`src/rtl/ptpt_pkg.sv`:
```
// shared types and constants for the periodic task poll table
`timescale 1ns / 1ps

package ptpt_pkg;

	localparam int SLOT_COUNT    = 16;
	localparam int NUM_TASKS_DEF = 16;
	localparam int SLOT_W        = 4;
	localparam int TIME_W        = 32;

	typedef enum logic [1:0] {
		REQ_ADD    = 2'd0,
		REQ_REMOVE = 2'd1,
		REQ_POLL   = 2'd2,
		REQ_CLEAR  = 2'd3
	} req_type_t;

	typedef enum logic [1:0] {
		ST_IDLE  = 2'd0,
		ST_POLL  = 2'd1,
		ST_FLUSH = 2'd2
	} state_t;

	typedef enum logic [2:0] {
		CELL_HOLD   = 3'd0,
		CELL_ADD    = 3'd1,
		CELL_REMOVE = 3'd2,
		CELL_CLEAR  = 3'd3,
		CELL_ROTATE = 3'd4
	} cell_mode_t;

	// one run-order position
	typedef struct packed {
		logic              valid;
		logic [SLOT_W-1:0] slot;
		logic [TIME_W-1:0] period;
		logic [TIME_W-1:0] last_run;
	} cell_data_t;

	// command broadcast to every cell
	typedef struct packed {
		cell_mode_t        mode;
		logic [SLOT_W-1:0] slot;
		logic [TIME_W-1:0] period;
		logic              append_ok;
	} cell_ctl_t;

endpackage

```
`src/rtl/periodic_task_poll_table.sv`:
```
// top level of the periodic task poll table: command decode, poll walk and result register
`timescale 1ns / 1ps

//  channel  | direction | handshake                    | payload
//  ---------+-----------+------------------------------+-------------------------------
//  command  | in        | start high while busy low    | req_type, task_slot, period, now
//  result   | out       | result_stb, one cycle each   | fired_slot, last
//
// add, remove and clear take effect at the accepting edge and never raise busy
// a poll keeps busy high for CAP rotations of the cell chain
//   through the head cell, then a flush state that releases the held final result
// the last result of a poll is strobed in the first cycle with busy low
// arst_n clears the chain's valid bits, the walk state and the result strobe
// results cannot be stalled; every strobe is one complete transaction

module periodic_task_poll_table #(
	parameter int NUM_TASKS = ptpt_pkg::NUM_TASKS_DEF
) (
	input  logic                          clk,
	input  logic                          arst_n,
	input  logic                          start,
	output logic                          busy,
	input  logic [1:0]                    req_type,
	input  logic [ptpt_pkg::SLOT_W-1:0]   task_slot,
	input  logic [ptpt_pkg::TIME_W-1:0]   period,
	input  logic [ptpt_pkg::TIME_W-1:0]   now,
	output logic                          result_stb,
	output logic [ptpt_pkg::SLOT_W-1:0]   fired_slot,
	output logic                          last
);
	import ptpt_pkg::*;

	// tasks the table can hold; slots at or above this are ignored
	localparam int CAP   = (NUM_TASKS < SLOT_COUNT) ? NUM_TASKS : SLOT_COUNT;
	localparam int CNT_W = $clog2(CAP + 1);

	state_t            state_q, state_d;
	logic [CNT_W-1:0]  cnt_q;
	logic [TIME_W-1:0] now_q;
	logic              pend_valid_q;
	logic [SLOT_W-1:0] pend_slot_q;
	logic              result_stb_q;
	logic [SLOT_W-1:0] fired_slot_q;
	logic              last_q;

	cell_ctl_t         ctl;
	cell_data_t        cells [CAP];
	cell_data_t        nbrs  [CAP];
	cell_data_t        wrap;
	cell_data_t        head;
	logic [CAP-1:0]    match;
	logic [CAP:0]      shift;
	logic              accept;
	logic              slot_ok;
	logic [TIME_W-1:0] elapsed;
	logic              head_due;
	logic              walk_end;
	logic              emit;
	logic [SLOT_W-1:0] emit_slot;
	logic              emit_last;

	assign accept  = start && (state_q == ST_IDLE);
	assign busy    = (state_q != ST_IDLE);
	assign slot_ok = ({1'b0, task_slot} < (SLOT_W + 1)'(CAP));

	// the head cell is the task under test during the walk
	assign head     = cells[0];
	assign elapsed  = now_q - head.last_run;
	assign head_due = head.valid && (elapsed >= head.period);
	assign walk_end = (cnt_q == CNT_W'(CAP - 1));

	// head goes round to the tail, stamped with the poll time when it fires
	always_comb begin
		wrap = head;
		if (head_due) begin
			wrap.last_run = now_q;
		end
	end

	// state machine: command decode, walk control and result selection
	always_comb begin
		state_d       = state_q;
		ctl.mode      = CELL_HOLD;
		ctl.slot      = task_slot;
		ctl.period    = period;
		ctl.append_ok = slot_ok && !(|match);
		emit          = 1'b0;
		emit_slot     = pend_slot_q;
		emit_last     = 1'b0;
		case (state_q)
			ST_IDLE: begin
				if (accept) begin
					case (req_type)
						REQ_ADD:    ctl.mode = CELL_ADD;
						REQ_REMOVE: ctl.mode = CELL_REMOVE;
						REQ_CLEAR:  ctl.mode = CELL_CLEAR;
						default:    state_d  = ST_POLL;
					endcase
				end
			end
			ST_POLL: begin
				ctl.mode = CELL_ROTATE;
				// a held result goes out once a later task proves it is not the last
				emit = head_due && pend_valid_q;
				if (walk_end) begin
					state_d = ST_FLUSH;
				end
			end
			ST_FLUSH: begin
				emit      = pend_valid_q;
				emit_last = 1'b1;
				state_d   = ST_IDLE;
			end
			default: begin
				state_d = ST_IDLE;
			end
		endcase
	end

	// chain wiring: each cell takes from its right neighbor, the tail from the head
	assign shift[0] = 1'b0;

	for (genvar i = 0; i < CAP; i++) begin : g_cell
		if (i < CAP - 1) begin : g_mid
			assign nbrs[i] = cells[i+1];
		end else begin : g_tail
			assign nbrs[i] = (ctl.mode == CELL_ROTATE) ? wrap : cell_data_t'('0);
		end

		ptpt_cell u_cell (
			.clk        (clk),
			.arst_n     (arst_n),
			.ctl        (ctl),
			.nbr        (nbrs[i]),
			.prev_valid ((i == 0) ? 1'b1 : cells[(i == 0) ? 0 : i-1].valid),
			.shift_in   (shift[i]),
			.data       (cells[i]),
			.match      (match[i]),
			.shift_out  (shift[i+1])
		);
	end

	// control registers
	always_ff @(posedge clk or negedge arst_n) begin
		if (!arst_n) begin
			state_q      <= ST_IDLE;
			cnt_q        <= '0;
			pend_valid_q <= 1'b0;
			result_stb_q <= 1'b0;
		end else begin
			state_q      <= state_d;
			result_stb_q <= emit;
			if (state_q == ST_POLL) begin
				cnt_q <= walk_end ? '0 : cnt_q + CNT_W'(1);
				if (head_due) begin
					pend_valid_q <= 1'b1;
				end
			end else if (state_q == ST_FLUSH) begin
				pend_valid_q <= 1'b0;
			end
		end
	end

	// payload registers
	always_ff @(posedge clk) begin
		if (accept) begin
			now_q <= now;
		end
		if ((state_q == ST_POLL) && head_due) begin
			pend_slot_q <= head.slot;
		end
		if (emit) begin
			fired_slot_q <= emit_slot;
			last_q       <= emit_last;
		end
	end

	assign result_stb = result_stb_q;
	assign fired_slot = fired_slot_q;
	assign last       = last_q;

endmodule

```
`src/rtl/ptpt_cell.sv`:
```
// one cell of the run-order chain: holds one task and shifts toward the head
`timescale 1ns / 1ps

module ptpt_cell (
	input  logic                  clk,
	input  logic                  arst_n,
	input  ptpt_pkg::cell_ctl_t   ctl,
	input  ptpt_pkg::cell_data_t  nbr,
	input  logic                  prev_valid,
	input  logic                  shift_in,
	output ptpt_pkg::cell_data_t  data,
	output logic                  match,
	output logic                  shift_out
);
	import ptpt_pkg::*;

	logic              valid_q;
	logic [SLOT_W-1:0] slot_q;
	logic [TIME_W-1:0] period_q;
	logic [TIME_W-1:0] last_run_q;
	logic              take_nbr;
	logic              append;

	assign data      = '{valid: valid_q, slot: slot_q, period: period_q, last_run: last_run_q};
	assign match     = valid_q && (slot_q == ctl.slot);
	assign shift_out = shift_in | match;

	// first free cell takes a new task
	assign append   = (ctl.mode == CELL_ADD) && ctl.append_ok && !valid_q && prev_valid;
	assign take_nbr = (ctl.mode == CELL_ROTATE) || ((ctl.mode == CELL_REMOVE) && shift_out);

	always_ff @(posedge clk or negedge arst_n) begin
		if (!arst_n) begin
			valid_q <= 1'b0;
		end else begin
			if (ctl.mode == CELL_CLEAR) begin
				valid_q <= 1'b0;
			end else if (take_nbr) begin
				valid_q <= nbr.valid;
			end else if (append) begin
				valid_q <= 1'b1;
			end
		end
	end

	always_ff @(posedge clk) begin
		if (take_nbr) begin
			slot_q     <= nbr.slot;
			period_q   <= nbr.period;
			last_run_q <= nbr.last_run;
		end else if (append) begin
			slot_q     <= ctl.slot;
			period_q   <= ctl.period;
			last_run_q <= '0;
		end else if ((ctl.mode == CELL_ADD) && match) begin
			// re-add of an active task keeps its place
			period_q   <= ctl.period;
			last_run_q <= '0;
		end
	end

endmodule

```
`config.mk`:
```
export PLATFORM = sky130hd
export DESIGN_NAME = periodic_task_poll_table
export DESIGN_NICKNAME = d
export VERILOG_FILES = /design/src/rtl/ptpt_pkg.sv /design/src/rtl/periodic_task_poll_table.sv /design/src/rtl/ptpt_cell.sv
export SDC_FILE = /design/constraint.sdc
export NUM_CORES = 1
export LEC_CHECK = 0
export BUFFER_PORTS_ARGS = -buffer_cell sky130_fd_sc_hd__clkbuf_2
export CORE_ASPECT_RATIO = 0.6
export CORE_MARGIN = 4
export CORE_UTILIZATION = 47
export DETAILED_ROUTE_END_ITERATION = 6
export PLACE_DENSITY_LB_ADDON = 0.05
export SYNTH_ARGS = -nofsm -noshare
export SYNTH_HDL_FRONTEND = slang
export SYNTH_SLANG_ARGS = --single-unit
```
`constraint.sdc`:
```
create_clock -name clk -period 8.5 [get_ports clk]
set_input_delay 0.85 -clock clk [delete_from_list [all_inputs] [get_ports clk]]
set_output_delay 0.85 -clock clk [all_outputs]
set_load 0.05 [all_outputs]
```
==> impl_metrics.env <==
export IMPL_global_routing_usage_summed_across_all_routing_layers=0.230
export IMPL_timing_critical_path_arrival_ns=6.31
export IMPL_holdCritPathClass="input pin to asynchronous set/reset pin"
export IMPL_run_status="completed"
export IMPL_report_power_total_mw=25.3
export IMPL_drv_slew=0
export IMPL_synth_async_reset_ratio=0.0217
export IMPL_place_port_buffers=79
export IMPL_number_of_antenna_violations_at_the_first_check_in_global_routing=5
export IMPL_final_min_clock_period_ns=5.99
export IMPL_fin_nets=3587
export IMPL_setup_worst_path_start="state_q[1]"
export IMPL_dominantRegCellSynth="sky130_fd_sc_hd__edfxtp_1"
export IMPL_category_of_the_worst_setup_path_capture_point="flop"
export IMPL_grt_pass1_vias=27681
export IMPL_first_iter_violations=2537
export IMPL_drt_first_pass_iters=5
export IMPL_fmax_mhz=167
export IMPL_synth_area_leaders="sky130_fd_sc_hd__edfxtp_1 68%, sky130_fd_sc_hd__mux2_2 9.7%, sky130_fd_sc_hd__nor2b_1 4.1%"
export IMPL_synth_register_bits=1154
export IMPL_detailed_place_hpwl_um=76200
export IMPL_tritoncts="yes"
export IMPL_wl_met1_um=62300
export IMPL_area_growth_from_synthesis_to_layout_pct=11.1
export IMPL_worst_slew_margin_rel=0.203
export IMPL_fin_skew_ns=0.0338
export IMPL_post_cts_buffers=0
export IMPL_setup_worst_path_class="flop to flop"
export IMPL_route_detailed_vias_per_inst=5.48
export IMPL_vdd_ir_drop_max_mv=0.377
export IMPL_critical_path_reg2reg_startpoint="state_q[1]"
export IMPL_crit_family="buffers and inverters"
export IMPL_postSynthNetCount=3531
export IMPL_rsz0062_at_grt="no"
export IMPL_seq_area_frac_synth=0.695
export IMPL_via_count=27111
export IMPL_max_cap_violations=0
export IMPL_initial_utilization=0.473
export IMPL_number_of_enable_type_register_cells_in_the_synthesized_netlist=1129
export IMPL_start_kind="flop"
export IMPL_pin_count_of_the_biggest_net_entering_global_routing=77
export IMPL_synth_yosys_warnings=0
export IMPL_yosysUniqueCellTypes=63
export IMPL_setup_viol_count_final=0
export IMPL_post_route_drc_count=0
export IMPL_worst_path_max_delay_cell="sky130_fd_sc_hd__o21ai_4"
export IMPL_htree_levels=3
export IMPL_core_area_mm2=0.105
export IMPL_highest_signal_layer="met4"
export IMPL_clockRootBuffer="sky130_fd_sc_hd__clkbuf_16"
export IMPL_leakagePower_nw=19.8
export IMPL_synthesis_instances=3386
export IMPL_syn_area_per_cell_um2=14.7
export IMPL_final_core_utilization=0.526
export IMPL_setup_tns_ns=0
export IMPL_netlist_top_cell_by_area="sky130_fd_sc_hd__edfxtp_1"
export IMPL_met2RoutedLength_um=54200
export IMPL_ff_latch_area_mm2=0.0345
export IMPL_worstPathRequired_ns=8.82
export IMPL_grt_overflow_total=0
export IMPL_power_per_cell_area_mw_per_mm2=458
export IMPL_wl_per_cell_um=25.6
export IMPL_cts_repair_resize_count=0
export IMPL_ctsHoldBuffers=0
export IMPL_filler_cell_count=8680
export IMPL_worstPathBufferInverterCount=4
export IMPL_clock_network_latency_to_the_later_pin_of_the_worst_skew_pair_ns=0.72
export IMPL_post_layout_nonfiller_instances=4945
export IMPL_wl_met3_um=7580
export IMPL_ios=80
export IMPL_number_of_buffers_on_the_longest_clock_path=3
export IMPL_worstMarginPinSlew_ns=1.20
export IMPL_clock_transition_at_the_register_clock_pins_on_the_worst_setup_and_hold_paths_after_cts_ns=0.07
export IMPL_critical_path_peak_fanout=64
export IMPL_multi_input_area_mm2=0.0142
export IMPL_first_pass_grt_wire_length_um=188000
export IMPL_detail_route_antenna_nets=0
export IMPL_worst_path_largest_cell_delay_ns=0.91
export IMPL_die_w_um=428
export IMPL_post_route_clock_period_utilization=0.705
export IMPL_syn_area_mm2=0.0496
export IMPL_worstPathCellList="inv_1, ha_1, and2_2, o21ai_0, nor2_1, nand3b_1, o21ai_4, buf_4, nor3_2, buf_4, o221ai_4, buf_4"
export IMPL_die_y_um=260
export IMPL_core_rowCount=92
export IMPL_die_area_mm2=0.111
export IMPL_tritoncts_num_buffers=108
export IMPL_synth_top_cell_area_share=0.683
export IMPL_most_prevalent_standard_cell_on_the_critical_path="sky130_fd_sc_hd__buf_4"
export IMPL_routed_wirelength_um=127000
export IMPL_placed_cells_incl_taps=4742
export IMPL_timing_final_hold_violations=0
export IMPL_fin_hold_ws_ns=0.231
export IMPL_gp_routability_congestion=0.859
export IMPL_final_layout_size_suffix_gt1_frac=0.213
export IMPL_clkSinkCount=1154
[worst paths after layout]
| path | slack [ns] | cells after the start | end |
|---|---|---|---|
| min in group clk | 0.30 | 1 | now_q[25] |
| worst min-delay path | 0.23 | 1 | g_cell[12].u_cell.valid_q |
| worst max-delay path | 2.51 | 12 | g_cell[15].u_cell.period_q[25] |
| worst min register to register | 0.40 | 0 | fired_slot[1] |
| max in group asynchronous | 7.72 | 1 | result_stb |
| worst max register to register | 2.51 | 12 | g_cell[15].u_cell.period_q[25] |
[routing by layer]
| metal | track usage | vias to the layer above |
|---|---|---|
| met1 | 0.360 | 13912 |
| met5 | 0 | - |
| met2 | 0.331 | 752 |
| li1 | - | 12280 |
| met4 | 0.0517 | 0 |
| met3 | 0.0455 | 167 |
[state kept, by name, indices dropped and copies added (netlist names)]
register	flops
g_cell.u_cell.valid_q	16
emit_slot	4
cnt_q	5
g_cell.u_cell.last_run_q	512
state_q	2
pend_valid_q	1
g_cell.u_cell.slot_q	64
now_q	32
result_stb	1
fired_slot	4
g_cell.u_cell.period_q	512
last	1
[cells in the mapped netlist, types with 32 or more instances]
library cell               number
sky130_fd_sc_hd__a21oi_1       58
sky130_fd_sc_hd__clkbuf_1     124
sky130_fd_sc_hd__mux2_2       427
sky130_fd_sc_hd__ha_1          71
sky130_fd_sc_hd__mux2i_1       32
sky130_fd_sc_hd__o21ai_0       87
sky130_fd_sc_hd__edfxtp_1    1129
sky130_fd_sc_hd__and2_1       163
sky130_fd_sc_hd__nand2_1      470
sky130_fd_sc_hd__xor2_1        50
sky130_fd_sc_hd__inv_1         91
sky130_fd_sc_hd__xnor2_1       41
sky130_fd_sc_hd__buf_2         50
sky130_fd_sc_hd__nor2b_1      325
[report_power, final]
group | switching (mW) | leakage [nW] | internal (mW)
Sequential | 0.961 | 11.1 | 10.4
Clock | 2.15 | 1.73 | 2.79
Combinational | 5.95 | 6.93 | 2.98
[worst reg2reg max path: stages (launching register included)]
cell and delay, ns:
sky130_fd_sc_hd__dfrtp_1 0.40, sky130_fd_sc_hd__inv_1 0.16, sky130_fd_sc_hd__ha_1 0.21, sky130_fd_sc_hd__and2_2 0.77, sky130_fd_sc_hd__o21ai_0 0.42, sky130_fd_sc_hd__nor2_1 0.32, sky130_fd_sc_hd__nand3b_1 0.39, sky130_fd_sc_hd__o21ai_4 0.91
sky130_fd_sc_hd__buf_4 0.62, sky130_fd_sc_hd__nor3_2 0.11, sky130_fd_sc_hd__buf_4 0.31, sky130_fd_sc_hd__o221ai_4 0.12, sky130_fd_sc_hd__buf_4 0.80
[cell usage in the layout (no fill, tap or decap), drive strengths merged, types with 5 or more instances in the layout]
cell | Yosys | routed
nor4 | 14 | 14
a31oi | 11 | 11
nand2 | 470 | 470
o211ai | 13 | 13
o221ai | 9 | 9
nor3 | 16 | 16
inv | 92 | 96
clkinv | 1 | 44
xor2 | 50 | 50
a22o | 5 | 5
nor2b | 325 | 325
a211oi | 8 | 8
and2 | 163 | 163
nand2b | 5 | 5
mux2i | 32 | 32
mux2 | 429 | 429
edfxtp | 1129 | 1129
o21a | 12 | 12
a21o | 26 | 26
bufinv | 0 | 13
buf | 67 | 58
nand3 | 16 | 16
nor2 | 31 | 31
ha | 71 | 71
nand4 | 7 | 7
o21ai | 93 | 93
dfrtp | 25 | 25
xnor2 | 41 | 41
clkbuf | 124 | 217
a21oi | 60 | 60
[area by class of cell]
cell class                      count  share of cell area
Timing Repair Buffer              137              0.0151
Tap cell                         1410              0.0320
Sequential cell                  1154               0.626
Clock inverter                     63              0.0120
Clock buffer                      138              0.0522
Multi-Input combinational cell   1948               0.257
Inverter                           93             0.00633
Antenna cell                        2           0.0000907
[through the flow]
stage          area, µm²  setup WS (ns)
6_report           55200           2.51
4_1_cts            55200           2.42
2_1_floorplan      49600           1.80
3_3_place_gp       51600           2.38
5_1_grt            55200           1.99
3_5_place_dp       51600           2.22
[cell families (layout without fill, tap and decap cells)]
group,after synthesis,in the layout,share of synthesized area
DFF,1154,1154,0.695
and+or+nand+nor,1065,1065,0.110
muxes,461,461,0.104
buffers and inverters,284,431,0.0242
AOI/OAI and AO/OA,259,259,0.0327
xor gates and xnor gates,91,91,0.0161
adders and majority gates,72,72,0.0183
other,0,2,0
Power figures use the tool's default switching activity.
